`src/hw/rtl/sfs_pkg.sv`:
```
`timescale 1ns / 1ps
package sfs_pkg;

   // Command codes carried in req_tuser.
   localparam logic [1:0] CMD_TICK = 2'd0;
   localparam logic [1:0] CMD_PLAY = 2'd1;
   localparam logic [1:0] CMD_STOP = 2'd2;

   // Clip playback modes; the unused code behaves as loop.
   localparam logic [1:0] MODE_LOOP     = 2'd0;
   localparam logic [1:0] MODE_ONCE     = 2'd1;
   localparam logic [1:0] MODE_PINGPONG = 2'd2;

   // Register indexes on the csr port.
   localparam logic CSR_SPEED  = 1'b0;
   localparam logic CSR_ATTACH = 1'b1;

   // Widths.
   localparam int POS_W      = 9;
   localparam int PERIOD_W   = 32;
   localparam int DIVISOR_W  = 31;
   localparam int DIVIDEND_W = 37;
   localparam int DIV_CNT_W  = 6;
   localparam int REQ_DATA_W = 64;
   localparam int RSP_DATA_W = 24;

   // Outcome of one frame step.
   typedef struct packed {
      logic [POS_W-1:0] pos;
      logic             back;
      logic             halt;
      logic             clr_acc;
   } step_type;

endpackage

```
`src/hw/rtl/sfs_divider.sv`:
```
`timescale 1ns / 1ps
module sfs_divider (
   input  logic                             clock,
   input  logic                             reset,
   input  logic                             start,
   input  logic [sfs_pkg::DIVIDEND_W-1:0]   dividend,
   input  logic [sfs_pkg::DIVISOR_W-1:0]    divisor,
   output logic                             done,
   output logic [sfs_pkg::PERIOD_W-1:0]     quotient
);
   import sfs_pkg::*;

   localparam logic [DIV_CNT_W-1:0] LAST_STEP = DIV_CNT_W'(DIVIDEND_W - 1);

   logic                  busy_ff, busy_in;
   logic                  done_ff, done_in;
   logic [DIV_CNT_W-1:0]  cnt_ff, cnt_in;
   logic [DIVISOR_W-1:0]  rem_ff, rem_in;
   logic [DIVIDEND_W-1:0] quo_ff, quo_in;
   logic [DIVISOR_W-1:0]  dsr_ff, dsr_in;
   logic [DIVISOR_W:0]    trial;
   logic [DIVISOR_W+1:0]  diff;
   logic                  fits;

   // One restoring step per cycle: shift in a dividend bit, try the subtract.
   assign trial = {rem_ff, quo_ff[DIVIDEND_W-1]};
   assign diff  = {1'b0, trial} - {2'b00, dsr_ff};
   assign fits  = ~diff[DIVISOR_W+1];

   always_comb begin
      busy_in = busy_ff;
      done_in = 1'b0;
      cnt_in  = cnt_ff;
      rem_in  = rem_ff;
      quo_in  = quo_ff;
      dsr_in  = dsr_ff;
      if (start) begin
         busy_in = 1'b1;
         cnt_in  = '0;
         rem_in  = '0;
         quo_in  = dividend;
         dsr_in  = divisor;
      end else if (busy_ff) begin
         rem_in = fits ? diff[DIVISOR_W-1:0] : trial[DIVISOR_W-1:0];
         quo_in = {quo_ff[DIVIDEND_W-2:0], fits};
         cnt_in = cnt_ff + 1'b1;
         if (cnt_ff == LAST_STEP) begin
            busy_in = 1'b0;
            done_in = 1'b1;
         end
      end
   end

   always_ff @(posedge clock) begin
      if (reset) begin
         busy_ff <= 1'b0;
         done_ff <= 1'b0;
      end else begin
         busy_ff <= busy_in;
         done_ff <= done_in;
      end
      cnt_ff <= cnt_in;
      rem_ff <= rem_in;
      quo_ff <= quo_in;
      dsr_ff <= dsr_in;
   end

   // A quotient beyond 32 bits saturates.
   assign done     = done_ff;
   assign quotient = (|quo_ff[DIVIDEND_W-1:PERIOD_W]) ? '1 : quo_ff[PERIOD_W-1:0];

endmodule

```
`src/hw/rtl/sfs_frame_step.sv`:
```
`timescale 1ns / 1ps
module sfs_frame_step (
   input  logic [sfs_pkg::POS_W-1:0] pos,
   input  logic [sfs_pkg::POS_W-1:0] frames,
   input  logic [1:0]                mode,
   input  logic                      back,
   output sfs_pkg::step_type         step
);
   import sfs_pkg::*;

   logic [POS_W:0]   pos_inc;
   logic [POS_W-1:0] pos_dec;
   logic             at_end;
   logic             at_start;

   assign pos_inc  = {1'b0, pos} + 1'b1;
   assign pos_dec  = pos - 1'b1;
   assign at_end   = pos_inc >= {1'b0, frames};
   assign at_start = (pos == '0);

   // Move one frame, then wrap, clamp or bounce at the clip ends.
   always_comb begin
      step.pos     = back ? pos_dec : pos_inc[POS_W-1:0];
      step.back    = back;
      step.halt    = 1'b0;
      step.clr_acc = 1'b0;
      case (mode)
         MODE_ONCE: begin
            if (!back && at_end) begin
               step.pos     = frames - 1'b1;
               step.halt    = 1'b1;
               step.clr_acc = 1'b1;
            end else if (back && at_start) begin
               step.pos     = '0;
               step.halt    = 1'b1;
               step.clr_acc = 1'b1;
            end
         end
         MODE_PINGPONG: begin
            if (frames <= POS_W'(1)) begin
               step.pos  = '0;
               step.halt = 1'b1;
            end else if (!back && at_end) begin
               step.pos  = frames - POS_W'(2);
               step.back = 1'b1;
            end else if (back && at_start) begin
               step.pos  = POS_W'(1);
               step.back = 1'b0;
            end
         end
         default: begin
            if (!back && at_end) begin
               step.pos = '0;
            end else if (back && at_start) begin
               step.pos = frames - 1'b1;
            end
         end
      endcase
   end

endmodule

```
`src/hw/rtl/sprite_frame_sequencer_top.sv`:
```
`timescale 1ns / 1ps
// Play, stop, unused commands and ignored ticks go from acceptance straight to S_OUT.
// A stepping tick runs S_MUL (the divider takes the product), S_DIV (radix-2 divider),
// S_ACC (accumulate), S_STEP (n frames stepped, at most MAX_STEPS_PER_TICK) and S_OUT.
// S_OUT registers the result word once the previous one has been taken.
// Throughput: one word at a time; the next word is accepted once the result is registered.
// Reset (synchronous, active high): no clip active, speed 1.0, no target attached.
module sprite_frame_sequencer_top #(
   parameter int MAX_FRAMES         = 256,
   parameter int MAX_STEPS_PER_TICK = 64
) (
   input  logic                             clock,
   input  logic                             reset,
   // Input channel.
   input  logic                             req_tvalid,
   output logic                             req_tready,
   // From bit 0: elapsed_time[23:0], clip_id[31:24], restart[32], clip_frames[41:33],
   // clip_rate[57:42], clip_mode[59:58], zero fill[63:60].
   input  logic [sfs_pkg::REQ_DATA_W-1:0]   req_tdata,
   // From bit 0: command[1:0].
   input  logic [1:0]                       req_tuser,
   // Result channel.
   output logic                             rsp_tvalid,
   input  logic                             rsp_tready,
   // From bit 0: frame_index[7:0], clip_active[8], active_clip[16:9],
   // moving_backward[17], steps_capped[18], zero fill[23:19].
   output logic [sfs_pkg::RSP_DATA_W-1:0]   rsp_tdata,
   // Configuration port.
   input  logic                             csr_we,
   input  logic                             csr_addr,
   input  logic [15:0]                      csr_wdata
);
   import sfs_pkg::*;

   localparam int STEP_W = $clog2(MAX_STEPS_PER_TICK + 1);
   localparam logic [STEP_W-1:0] STEP_LIMIT = STEP_W'(MAX_STEPS_PER_TICK);
   localparam logic [POS_W-1:0] FRAMES_CAP =
      (MAX_FRAMES > 511) ? 9'd511 : POS_W'(MAX_FRAMES);

   typedef enum logic [5:0] {
      S_IDLE = 6'b000001,
      S_MUL  = 6'b000010,
      S_DIV  = 6'b000100,
      S_ACC  = 6'b001000,
      S_STEP = 6'b010000,
      S_OUT  = 6'b100000
   } state_type;

   state_type             state_ff, state_in;
   logic [15:0]           speed_ff, speed_in;
   logic                  attached_ff, attached_in;
   logic                  active_ff, active_in;
   logic [7:0]            clip_ff, clip_in;
   logic [POS_W-1:0]      pos_ff, pos_in;
   logic                  dir_ff, dir_in;
   logic [PERIOD_W-1:0]   acc_ff, acc_in;
   logic [PERIOD_W-1:0]   period_ff, period_in;
   logic [POS_W-1:0]      frames_ff, frames_in;
   logic [1:0]            mode_ff, mode_in;
   logic                  rate_zero_ff, rate_zero_in;
   logic [15:0]           rate_ff, rate_in;
   logic [23:0]           elapsed_ff, elapsed_in;
   logic                  run_back_ff, run_back_in;
   logic [STEP_W-1:0]     steps_ff, steps_in;
   logic                  capped_ff, capped_in;
   logic                  rsp_valid_ff, rsp_valid_in;
   logic [RSP_DATA_W-1:0] rsp_data_ff, rsp_data_in;

   // Request fields.
   logic [23:0]      f_elapsed;
   logic [7:0]       f_clip_id;
   logic             f_restart;
   logic [POS_W-1:0] f_frames;
   logic [15:0]      f_rate;
   logic [1:0]       f_mode;
   logic [POS_W-1:0] frames_sat;

   logic [15:0]           speed_mag;
   logic [PERIOD_W-1:0]   prod;
   logic                  div_start;
   logic                  div_done;
   logic [PERIOD_W-1:0]   div_quot;
   logic                  tick_ignored;
   logic [PERIOD_W:0]     acc_sum;
   logic [PERIOD_W:0]     acc_diff;
   logic                  period_fits;
   step_type              step;

   assign f_elapsed = req_tdata[23:0];
   assign f_clip_id = req_tdata[31:24];
   assign f_restart = req_tdata[32];
   assign f_frames  = req_tdata[41:33];
   assign f_rate    = req_tdata[57:42];
   assign f_mode    = req_tdata[59:58];
   assign frames_sat = (f_frames > FRAMES_CAP) ? FRAMES_CAP : f_frames;

   // Period = round(2^36 / (rate * |speed|)); the product is registered by the divider.
   assign speed_mag = speed_ff[15] ? (~speed_ff + 16'd1) : speed_ff;
   assign prod      = rate_ff * speed_mag;
   assign div_start = (state_ff == S_MUL);

   sfs_divider u_div (
      .clock    (clock),
      .reset    (reset),
      .start    (div_start),
      .dividend ({1'b1, 5'b00000, prod[PERIOD_W-1:1]}),
      .divisor  (prod[DIVISOR_W-1:0]),
      .done     (div_done),
      .quotient (div_quot)
   );

   sfs_frame_step u_step (
      .pos    (pos_ff),
      .frames (frames_ff),
      .mode   (mode_ff),
      .back   (run_back_ff),
      .step   (step)
   );

   assign tick_ignored = !attached_ff || !active_ff || (frames_ff == '0) ||
                         rate_zero_ff || (speed_ff == '0);

   // Shared compare and subtract of the accumulator against the period.
   assign acc_sum     = {1'b0, acc_ff} + {9'd0, elapsed_ff};
   assign acc_diff    = {1'b0, acc_ff} - {1'b0, period_ff};
   assign period_fits = ~acc_diff[PERIOD_W];

   assign req_tready = (state_ff == S_IDLE);

   // Sequencer.
   always_comb begin
      state_in     = state_ff;
      speed_in     = speed_ff;
      attached_in  = attached_ff;
      active_in    = active_ff;
      clip_in      = clip_ff;
      pos_in       = pos_ff;
      dir_in       = dir_ff;
      acc_in       = acc_ff;
      period_in    = period_ff;
      frames_in    = frames_ff;
      mode_in      = mode_ff;
      rate_zero_in = rate_zero_ff;
      rate_in      = rate_ff;
      elapsed_in   = elapsed_ff;
      run_back_in  = run_back_ff;
      steps_in     = steps_ff;
      capped_in    = capped_ff;
      rsp_valid_in = rsp_valid_ff && !rsp_tready;
      rsp_data_in  = rsp_data_ff;

      // The user must write registers only while idle; the block itself does not enforce it.
      if (csr_we) begin
         unique case (csr_addr)
            CSR_SPEED:  speed_in    = csr_wdata;
            CSR_ATTACH: attached_in = csr_wdata[0];
         endcase
      end

      unique case (state_ff)
         S_IDLE: begin
            if (req_tvalid) begin
               capped_in  = 1'b0;
               elapsed_in = f_elapsed;
               state_in   = S_OUT;
               case (req_tuser)
                  CMD_TICK: begin
                     if (!tick_ignored) begin
                        state_in = S_MUL;
                     end
                  end
                  CMD_PLAY: begin
                     if (!(active_ff && (f_clip_id == clip_ff) && !f_restart)) begin
                        active_in    = 1'b1;
                        clip_in      = f_clip_id;
                        frames_in    = frames_sat;
                        rate_in      = f_rate;
                        rate_zero_in = (f_rate == '0);
                        mode_in      = f_mode;
                        acc_in       = '0;
                        dir_in       = speed_ff[15];
                        pos_in       = (speed_ff[15] && (frames_sat != '0)) ?
                                       frames_sat - 1'b1 : '0;
                     end
                  end
                  CMD_STOP: begin
                     active_in = 1'b0;
                     clip_in   = '0;
                     pos_in    = '0;
                     acc_in    = '0;
                  end
                  default: begin
                  end
               endcase
            end
         end
         S_MUL: begin
            state_in = S_DIV;
         end
         S_DIV: begin
            if (div_done) begin
               period_in = div_quot;
               state_in  = S_ACC;
            end
         end
         S_ACC: begin
            acc_in      = acc_sum[PERIOD_W] ? '1 : acc_sum[PERIOD_W-1:0];
            run_back_in = speed_ff[15] | dir_ff;
            steps_in    = '0;
            state_in    = S_STEP;
         end
         S_STEP: begin
            if (!period_fits) begin
               dir_in   = run_back_ff;
               state_in = S_OUT;
            end else if (steps_ff == STEP_LIMIT) begin
               capped_in = 1'b1;
               dir_in    = run_back_ff;
               state_in  = S_OUT;
            end else begin
               steps_in    = steps_ff + 1'b1;
               acc_in      = step.clr_acc ? '0 : acc_diff[PERIOD_W-1:0];
               pos_in      = step.pos;
               run_back_in = step.back;
               // A halting step leaves the stored direction as it was.
               if (step.halt) begin
                  state_in = S_OUT;
               end
            end
         end
         S_OUT: begin
            if (!rsp_valid_ff || rsp_tready) begin
               rsp_valid_in = 1'b1;
               rsp_data_in  = {5'b00000, capped_ff, dir_ff,
                               active_ff ? clip_ff : 8'd0, active_ff, pos_ff[7:0]};
               state_in     = S_IDLE;
            end
         end
      endcase
   end

   always_ff @(posedge clock) begin
      if (reset) begin
         state_ff     <= S_IDLE;
         speed_ff     <= 16'h1000;
         attached_ff  <= 1'b0;
         active_ff    <= 1'b0;
         clip_ff      <= '0;
         pos_ff       <= '0;
         dir_ff       <= 1'b0;
         acc_ff       <= '0;
         period_ff    <= '0;
         frames_ff    <= '0;
         mode_ff      <= MODE_LOOP;
         rate_zero_ff <= 1'b1;
         rate_ff      <= '0;
         rsp_valid_ff <= 1'b0;
      end else begin
         state_ff     <= state_in;
         speed_ff     <= speed_in;
         attached_ff  <= attached_in;
         active_ff    <= active_in;
         clip_ff      <= clip_in;
         pos_ff       <= pos_in;
         dir_ff       <= dir_in;
         acc_ff       <= acc_in;
         period_ff    <= period_in;
         frames_ff    <= frames_in;
         mode_ff      <= mode_in;
         rate_zero_ff <= rate_zero_in;
         rate_ff      <= rate_in;
         rsp_valid_ff <= rsp_valid_in;
      end
      elapsed_ff  <= elapsed_in;
      run_back_ff <= run_back_in;
      steps_ff    <= steps_in;
      capped_ff   <= capped_in;
      rsp_data_ff <= rsp_data_in;
   end

   assign rsp_tvalid = rsp_valid_ff;
   assign rsp_tdata  = rsp_data_ff;

endmodule

```
`config.mk`:
```
export PLATFORM = sky130hd
export DESIGN_NAME = sprite_frame_sequencer_top
export DESIGN_NICKNAME = d
export VERILOG_FILES = /design/src/hw/rtl/sfs_pkg.sv /design/src/hw/rtl/sfs_divider.sv /design/src/hw/rtl/sfs_frame_step.sv /design/src/hw/rtl/sprite_frame_sequencer_top.sv
export SDC_FILE = /design/constraint.sdc
export NUM_CORES = 1
export LEC_CHECK = 0
export BUFFER_PORTS_ARGS = -buffer_cell sky130_fd_sc_hd__buf_2
export CORE_ASPECT_RATIO = 0.8
export CORE_MARGIN = 2
export CORE_UTILIZATION = 65
export CTS_BUF_LIST = sky130_fd_sc_hd__clkbuf_4
export CTS_CLUSTER_DIAMETER = 30
export DETAILED_ROUTE_END_ITERATION = 12
export PLACE_DENSITY_LB_ADDON = 0.15
export SLEW_MARGIN = 20
export SYNTH_ARGS = -nofsm -noshare
export SYNTH_HDL_FRONTEND = slang
export SYNTH_SLANG_ARGS = --single-unit
export TNS_END_PERCENT = 1
```
`constraint.sdc`:
```
create_clock -name clock -period 10.45 [get_ports clock]
set_input_delay 1.045 -clock clock [delete_from_list [all_inputs] [get_ports clock]]
set_output_delay 1.045 -clock clock [all_outputs]
set_load 0.1 [all_outputs]
```
---- Word-level counts from Yosys, hierarchy flattened ----
Cells that the tools add are included.
operators by class
  multiplexer cells ....................... 72
  bitwise gates (word level) .............. 6
  equality and inequality tests ........... 29
  add/sub/neg operators ................... 11
  multipliers ............................. 1
  reductions and logical operators ........ 44
  magnitude comparators ................... 3
operator list
  cell                                                                 count
  32-bit 2-to-1 mux                                                    7
  9-bit 2-to-1 mux                                                     12
  32-bit case mux with 3 select lines                                  1
  31-bit 2-to-1 mux                                                    3
  32-bit case mux with 2 select lines                                  1
  9-bit case mux with 2 select lines                                   3
  6-bit 2-to-1 mux                                                     8
  6-bit case mux with 6 select lines                                   1
  32-bit by 24-bit adder with 33-bit output                            1
  32-bit by 31-bit subtractor with 33-bit output                       1
  32-bit by 32-bit subtractor with 33-bit output                       1
  16-bit logical NOT                                                   2
  16-bit by 16-bit multiplier with 32-bit output                       1
  9-bit by 1-bit subtractor with 9-bit output (second input constant)  3
  1-bit 2-to-1 mux                                                     21
  10-bit 2-to-1 mux                                                    2
  9-bit logical NOT                                                    2
  6-bit AND reduction                                                  3
  16-bit by 1-bit adder with 16-bit output (second input constant)     1
  16-bit 2-to-1 mux                                                    1
  2-bit != test (second input constant)                                8
  16-bit NOT                                                           1
  8-bit case mux with 2 select lines                                   1
  4-bit AND reduction                                                  4
  other kinds (40)                                                     77
storage, ports and cells
  register bits ........................... 294

---- Logic depth before layout (Yosys ltp) ----
Gate-level depths: netlist of the first run.
  word-level depth ........................ 9
  gate-level depth with buffers ........... 34

---- Cells and area by module ----
Synthesis of the first run repeated with hierarchy kept, for this count alone.
second synthesis, totals
  cells, all modules ...................... 3141
  area total of the unflattened synthesis .. 27015.9 µm²
by module, submodules not included
  module                      times used  cells an instance  seq. area each (µm²)  area an instance (µm²)
  sprite_frame_sequencer_top  1           2309               4264.1                19443.6
  sfs_divider                 1           617                2822.7                6167.2
  sfs_frame_step              1           215                0.0                   1405.1

---- Least setup slack after synthesis of the first run ----
No wires, ideal clock.
  kind .................................... register to register
  start point ............................. reg speed_ff[2]
  end point ............................... reg u_div.quo_ff[29], data pin
  cell stages (with the launch flop) ...... 31
  setup slack ............................. 2610 ps
  arrival time ............................ 7580 ps
  data required time ...................... 10190 ps
  cell sequence ........................... dfxtp_1 -> nor3_1 -> nand3_1 -> or3_1 -> or3_1 -> nand2b_1 -> o21ai_0 -> xnor2_1 -> clkbuf_1 -> nand2_1 -> fa_1 -> fa_1 -> inv_1 -> fa_1 -> fa_1 -> fa_1 -> inv_1 -> fa_1 -> inv_1 -> ha_1 -> clkbuf_1 -> a21o_1 -> a21o_1 -> a21oi_1 -> o21ai_0 -> nor3_1 -> a211oi_2 -> a311o_1 -> and4b_1 -> or3_4 -> mux2_4
between the ends
  longest elaborated chain between the ends .. 5
ends and longest elaborated chain
  element                                           line                               text
  start: declaration                                sprite_frame_sequencer_top.sv:50   logic [15:0] speed_ff, speed_in;
  start signal: assignment                          sprite_frame_sequencer_top.sv:260  speed_ff <= speed_in;
  16-bit NOT                                        sprite_frame_sequencer_top.sv:98   assign speed_mag = speed_ff[15] ? (~speed_ff + 16'd1) : speed_ff;
  16-bit by 1-bit adder with 16-bit output          sprite_frame_sequencer_top.sv:98
  16-bit 2-to-1 mux *                               sprite_frame_sequencer_top.sv:98
  16-bit by 16-bit multiplier with 32-bit output *  sprite_frame_sequencer_top.sv:99   assign prod = rate_ff * speed_mag;
  via prod[30]                                      sprite_frame_sequencer_top.sv:79   logic [PERIOD_W-1:0] prod;
  31-bit 2-to-1 mux *                               sfs_divider.sv:37                  if (start) begin
  via u_div.quo_in[29]                              sfs_divider.sv:19                  logic [DIVIDEND_W-1:0] quo_ff, quo_in;
  end signal: assignment                            sfs_divider.sv:64                  quo_ff <= quo_in;
  end: declaration                                  sfs_divider.sv:19
The timed path passes the listed nets; every way through them passes the cells marked *.
A chain may end at the register's enable or synchronous reset.

---- Worst setup path in the final report of the first run ----
  start point ............................. reg speed_ff[0]
  end point ............................... reg u_div.quo_ff[29], data pin
Same word-level chain as after synthesis.

==> impl_metrics.ini, run 1 <==
[cts]
cts_tree = done
postCtsHoldBufs = 0
clk_latency_ns = 0.82
root_buffer = clkbuf_4
cts_buffers = 80
post_cts_resized = 0
clock-sinks = 294
post_cts_buffers = 0
clk_path_buf_depth = 3
clk_pin_slew_ns = 0.07
cts_max_level = 3

[power_and_ir_drop]
seq_power_share_pct = 42.9
p_clk_share_pct = 36.5
p_leak_uw = 0.01250
power.net_switching_uw = 934.4
swShare_pct = 31.78
p_int_uw = 2005
p_comb_share_pct = 20.6
pwr_density_cell_nw_per_um2 = 105.6
ir_worst_vdd_mv = 0.1321

[route]
wirelength_um = 65760
viasPerCell = 6.016
drt_first_pass_iters = 5
wl_per_cell_um = 18.01
drcViolationCount = 0
highest_layer = met4
dr_wl_met2_um = 29850
drtIter0Drc = 1745
vias = 21970
wl_met1_um = 28590
route.met3.wl_um = 5550
ant_nets = 0

[sta]
final_hold_viol_count = 0
tightestPinTransition_ns = 1.092
fin_crit_sh_pct = 83.66
fin_tns_setup_ns = 0
skew_ns = 0.05836
max_slew_margin_pct = 27.03
max_clock_freq_mhz = 114.4
period_minus_slack_ns = 8.742
layout_setup_ws_ns = 1.708
slew_viol_final = 0
rsz0062_at_grt = no
setup-violations-final = 0

[logic_synthesis]
ys_top_cells_by_area = fa_1 15%, dfxtp_1 14%, edfxtp_1 13%
synth-edff-count = 114
async_flop_share_pct = 0
syn_area_per_cell_um2 = 8.726
yosysTopAreaCell = fa_1
synth.distinct_cells = 87
ys_seq_area_share_pct = 27.12
yosys_warnings = 0
synth_cells = 2969
synth_ff_type = dfxtp_1
synth_top_area_share_pct = 15.22
synth_seq_cells = 294
synth_area_um2 = 25910

[placed_design]
io_buffer_count = 104
preCtsSetupSlack_ns = 1.912
place_congestion = 0.9216
dpl.hpwl_um = 49080

[grt]
antenna_found_initial = 2
overflow = 0
grt_max_degree = 86
grt_pass1_vias = 21820
grtUsageTotal_pct = 32.34
grt_pass1_wl_um = 108000

[finish]
seqCellArea_um2 = 7028
drive_above_1_share_pct = 10.70
area_delta_synth_final_pct = 7.496
n_fill_cell = 3146
multi_input_comb_area_um2 = 17200
nNetsFinal = 3546

[floorplanning]
dieWidth_um = 227.2
rows = 65
dieArea_um2 = 41480
core-area_um2 = 39360
pin_count = 114
die-height_um = 182.6
start_util_pct = 65.81

[min_path]
min_from = req_tdata[23]
hold_path_class = input pin to flop

[critical_path]
crit_path_start = speed_ff[0]
critPathArrivalTime_ns = 9.27
critical_path_class = flop to flop
endpoint_kind = flop
startpoint_type = flop
cp.required_ns = 10.97
critPathMaxFanout = 19
r2r_start = speed_ff[0]

[run]
maxCapViolations = 0

[status]
status = completed
state kept, by name, summed over array words and instances (netlist names), 2 cells and up:
signal / flops
speed_ff: 16
steps_ff: 7
u_div.rem_ff: 31
u_div.quo_ff: 37
state_ff: 6
u_div.cnt_ff: 6
period_ff: 32
pos_ff: 9
mode_ff: 2
u_div.dsr_ff: 31
rate_ff: 16
rsp_tdata: 19
clip_ff: 8
elapsed_ff: 24
frames_ff: 9
acc_ff: 32
worst max-delay path: stages, from the launching register on:
cell and delay (ns):
dfxtp_1 0.82, inv_1 0.15, ha_1 0.27, nand3b_1 0.10
or3_1 0.16, o31ai_1 0.10, xnor2_2 0.83, nand2_1 0.19
fa_1 0.48, inv_1 0.09, fa_1 0.44, fa_1 0.56
fa_1 0.44, fa_1 0.51, inv_1 0.05, fa_1 0.56
inv_1 0.07, ha_1 0.39, a21o_1 0.21, a21o_1 0.17
a21oi_1 0.17, o21ai_0 0.13, nor3_1 0.23, a211oi_2 0.17
a311o_1 0.36, and4b_1 0.21, or3_4 0.36, mux2_4 0.26
synth_stat cells, types with 4 or more instances:
library cell and number:
o221a_2 34, o31a_1 7, nand3_1 56, o211ai_1 23, xnor2_1 87, nand4_1 15
nor2_1 159, buf_2 11, a211o_1 4, nor3b_1 8, and2_1 151, buf_1 6
a22oi_1 4, ha_1 214, xor2_1 56, o21a_1 20, and3_1 18, a21o_1 47
o22ai_1 8, inv_1 314, clkbuf_1 113, fa_1 197, nor2b_1 24, a211oi_1 35
dfxtp_1 180, nand2b_1 31, o31ai_1 12, mux2_2 6, mux2i_1 17, nor4_1 15
nand2_1 415, nor3_1 39, o211a_1 4, edfxtp_1 114, o21ai_0 125, a2111oi_0 4
nand3b_1 13, or3_1 13, o21bai_1 12, a21oi_1 236, a31oi_1 30, buf_4 8
o221ai_1 5, a311oi_1 8
cell usage in the layout (no fill, tap or decap), drive strengths merged, types with 15 or more instances in the layout:
cell type	n
nor2b	24
fa	197
nor4	16
or3	15
edfxtp	114
o21a	20
and3	18
a31oi	31
ha	214
nand2b	32
nor3	40
inv	318
nor2	159
nand2	415
o21ai	127
clkbuf	113
a21o	47
nand4	15
a211oi	37
clkinv	28
a21oi	237
o211ai	24
mux2i	17
and2	151
o221a	34
xor2	56
nand3	56
buf	130
dfxtp	180
xnor2	87
metal layers:
| metal | track usage, % | vias to the layer above |
|---|---|---|
| met1 | 44.15 | 10620 |
| met5 | 0 | - |
| li1 | - | 10340 |
| met4 | 10.67 | 0 |
| met2 | 51.11 | 848 |
| met3 | 7.181 | 155 |
logic make-up (layout without fill, tap and decap cells):
logic type | Yosys count | count (layout) | share of synthesized area (%)
AO/OA/AOI/OAI | 668 | 668 | 16.90
XOR/XNOR | 143 | 143 | 4.835
adder cells (fa/ha/maj) | 411 | 411 | 25.56
buffers and inverters | 453 | 592 | 6.733
flip-flops | 294 | 294 | 27.12
multiplexers | 24 | 24 | 0.9756
other | 1 | 8 | 0.01448
AND/OR/NAND/NOR | 975 | 975 | 17.86
metrics by stage:
step | instances | hold WS (ns) | utilization [%] | instance area [um^2] | total power (uW)
2_1_floorplan | 2973 | 0.4003 | - | 25920 | 1726
3_3_place_gp | 3501 | 0.4407 | 68.01 | 26770 | 1858
3_5_place_dp | 3501 | 0.4086 | 68.01 | 26770 | 1877
4_1_cts | 3648 | 0.3013 | 70.66 | 27820 | 2953
5_1_grt | 3649 | 0.3301 | 70.73 | 27840 | 3093
6_report | 3651 | 0.3975 | 70.75 | 27850 | 2940
power by group through the flow:
stage,clock network (uW),registers (uW),logic (uW)
after floorplan,0,1290,435
after global placement,0,1280,574
after detailed placement,0,1280,592
after CTS,1100,1260,597
after global routing,1160,1260,669
final,1070,1260,607
final cells by class:
class,instances,area share [%]
repair buffers,130,2.570
multi-input cells,2226,61.76
inverters,315,4.246
diodes,3,0.02696
clock inverters,34,0.7099
clock buffers,113,3.046
well taps,536,2.408
flip-flops and latches,294,25.24
path summary, 6_finish.rpt:
path	endpoint	cells past startpoint	slack, ns
max	u_div.quo_ff[29]	27	1.71
max reg2reg	u_div.quo_ff[29]	27	1.71
min	elapsed_ff[23]	1	0.40
min reg2reg	rsp_tdata[18]	0	0.43
Note: power is estimated with default switching activity, not from simulation.
==> run 2, diff against run 1 <==
- clock period: 10.45 -> 8.1 ns (I/O delays scaled with it)
==> impl_metrics.ini, run 2 (synthesis results as in run 1) <==
[power_and_ir_drop]
p_int_uw = 2659
p_leak_uw = 0.01267
seq_power_share_pct = 41.9
p_comb_share_pct = 20.6
ir_worst_vdd_mv = 0.1212
p_clk_share_pct = 37.5
swShare_pct = 31.25
power.net_switching_uw = 1209
pwr_density_cell_nw_per_um2 = 137.6

[floorplanning]
pin_count = 114
dieArea_um2 = 41480
start_util_pct = 65.81
rows = 65
die-height_um = 182.6
dieWidth_um = 227.2
core-area_um2 = 39360

[critical_path]
endpoint_kind = flop
path_buf_inv = 3
reg2reg_to = u_div.quo_ff[29]
r2r_start = speed_ff[2]
critical_path_class = flop to flop
critPathMaxFanout = 5
worstRegToRegCells = 28
critPathArrivalTime_ns = 8.38
startpoint_type = flop
crit_slowest_cell = fa_1
slowest_delay_ns = 0.52
cp.required_ns = 8.67
critPathTopFamily = adder cells
r2r_slack_ns = 0.29
crit_path_frequent_cell = fa_1

[finish]
finalInstanceArea_um2 = 28110
top_regs = u_div.quo_ff (37), acc_ff (32), period_ff (32)
area_delta_synth_final_pct = 8.515
final_common_cell = nand2_1
largest_reg_flops = 37
largest-register = u_div.quo_ff
nNetsFinal = 3567
drive_above_1_share_pct = 11.78
mostFrequentLayoutCells = 415 x nand2_1, 313 x inv_1, 235 x a21oi_1

[cts]
root_buffer = clkbuf_4
cts_tree = done
postCtsHoldBufs = 0
cts_buffers = 80
cts_max_level = 3
clock-sinks = 294
clk_path_buf_depth = 3
clk_latency_ns = 0.83
clk_pin_slew_ns = 0.07

[sta]
slew_viol_final = 0
setup-violations-final = 0
max_slew_margin_pct = 27.62
max_clock_freq_mhz = 128.0
tightestPinTransition_ns = 1.079
rsz0062_at_grt = no
period_minus_slack_ns = 7.814
skew_ns = 0.04972
fin_tns_setup_ns = 0
fin_crit_sh_pct = 96.47
final_hold_viol_count = 0

[route]
wl_per_cell_um = 17.48
wirelength_um = 64150
vias = 21840
drcViolationCount = 0
drtIter0Drc = 1746
drt_first_pass_iters = 5
ant_nets = 0
viasPerCell = 5.950

[placed_design]
io_buffer_count = 104
dpl.hpwl_um = 49010
place_congestion = 0.9521
dpl_cell_area_um2 = 26910

[min_path]
whs_endpoint = elapsed_ff[22]
hold_path_class = input pin to flop
whs_path_depth = 1
min_from = req_tdata[22]

[run]
maxCapViolations = 0

[status]
status = completed

[grt]
antenna_found_initial = 2
grt_pass1_wl_um = 104400
overflow = 0
grt_max_degree = 87
grt_pass1_vias = 21240
grtUsageTotal_pct = 31.22
[run 2: cell types whose count changed in the layout (fill, tap and decap cells not counted), sizes merged]
cell / change
buf: +21
clkinv: -8
inv: -1
diode: -1
clkbuf: +7
bufinv: +1
[run 2: cell type report]
| class | instances | area [um^2] |
|---|---|---|
| Multi-Input combinational cell | 2226 | 17260 |
| Antenna cell | 2 | 5.005 |
| Tap cell | 536 | 670.6 |
| Inverter | 315 | 1182 |
| Clock inverter | 26 | 193.9 |
| Fill cell | 3146 | 11250 |
| Clock buffer | 120 | 900.9 |
| Timing Repair Buffer | 151 | 873.3 |
| Sequential cell | 294 | 7028 |
[run 2: repair_timing]
item	CTS	global route
endpoints found under the setup margin	0	3
buffers inserted	0	1
gates resized for setup	0	12
[run 2: worst reg2reg max path: cells and delay by family, from the launching register on]
family	cells	cell delay (ns)
simple gates	9	2.19
xor+xnor	1	0.13
fa+ha+maj	7	3.17
buf+inv	3	0.27
compound gates	7	1.24
flops	1	0.31
mux	1	0.27
[run 2: how the worst max path moves through the flow]
stage	start	end	cells past startpoint
after floorplan	speed_ff[2]	u_div.quo_ff[29]	30
final	speed_ff[2]	u_div.quo_ff[29]	28
after CTS	speed_ff[2]	u_div.quo_ff[29]	28
after global placement	speed_ff[2]	u_div.quo_ff[29]	28
after detailed placement	speed_ff[2]	u_div.quo_ff[29]	28
after global routing	speed_ff[1]	u_div.quo_ff[29]	28
[run 2: per-layer routing]
layer | vias to the layer above | wire [um] | track usage (%) | share of wire [%]
met5 | - | 31 | 0.5974 | 0.048
met4 | 2 | 1256 | 7.451 | 2.0
met3 | 114 | 5160 | 7.294 | 8.0
met2 | 759 | 28950 | 49.30 | 45
met1 | 10570 | 28750 | 43.54 | 45
li1 | 10390 | - | - | -
[run 2: power groups by stage]
stage | clock network, uW | logic [uW] | registers, uW
CTS | 1480 | 780 | 1620
floorplan | 0 | 561 | 1670
global route | 1560 | 872 | 1630
global placement | 0 | 750 | 1650
detailed placement | 0 | 776 | 1650
finish | 1450 | 796 | 1620
[run 2: stage by stage]
step	std cells	total power (uW)	utilization [%]	hold WS, ns	setup slack, ns
2_1_floorplan	2973	2227	-	0.4003	0.2599
3_3_place_gp	3521	2401	68.37	0.4445	0.2448
3_5_place_dp	3521	2428	68.37	0.4167	0.1472
4_1_cts	3667	3879	71.15	0.1235	0.1572
5_1_grt	3669	4056	71.41	0.1314	0.01044
6_report	3670	3867	71.42	0.1800	0.2860
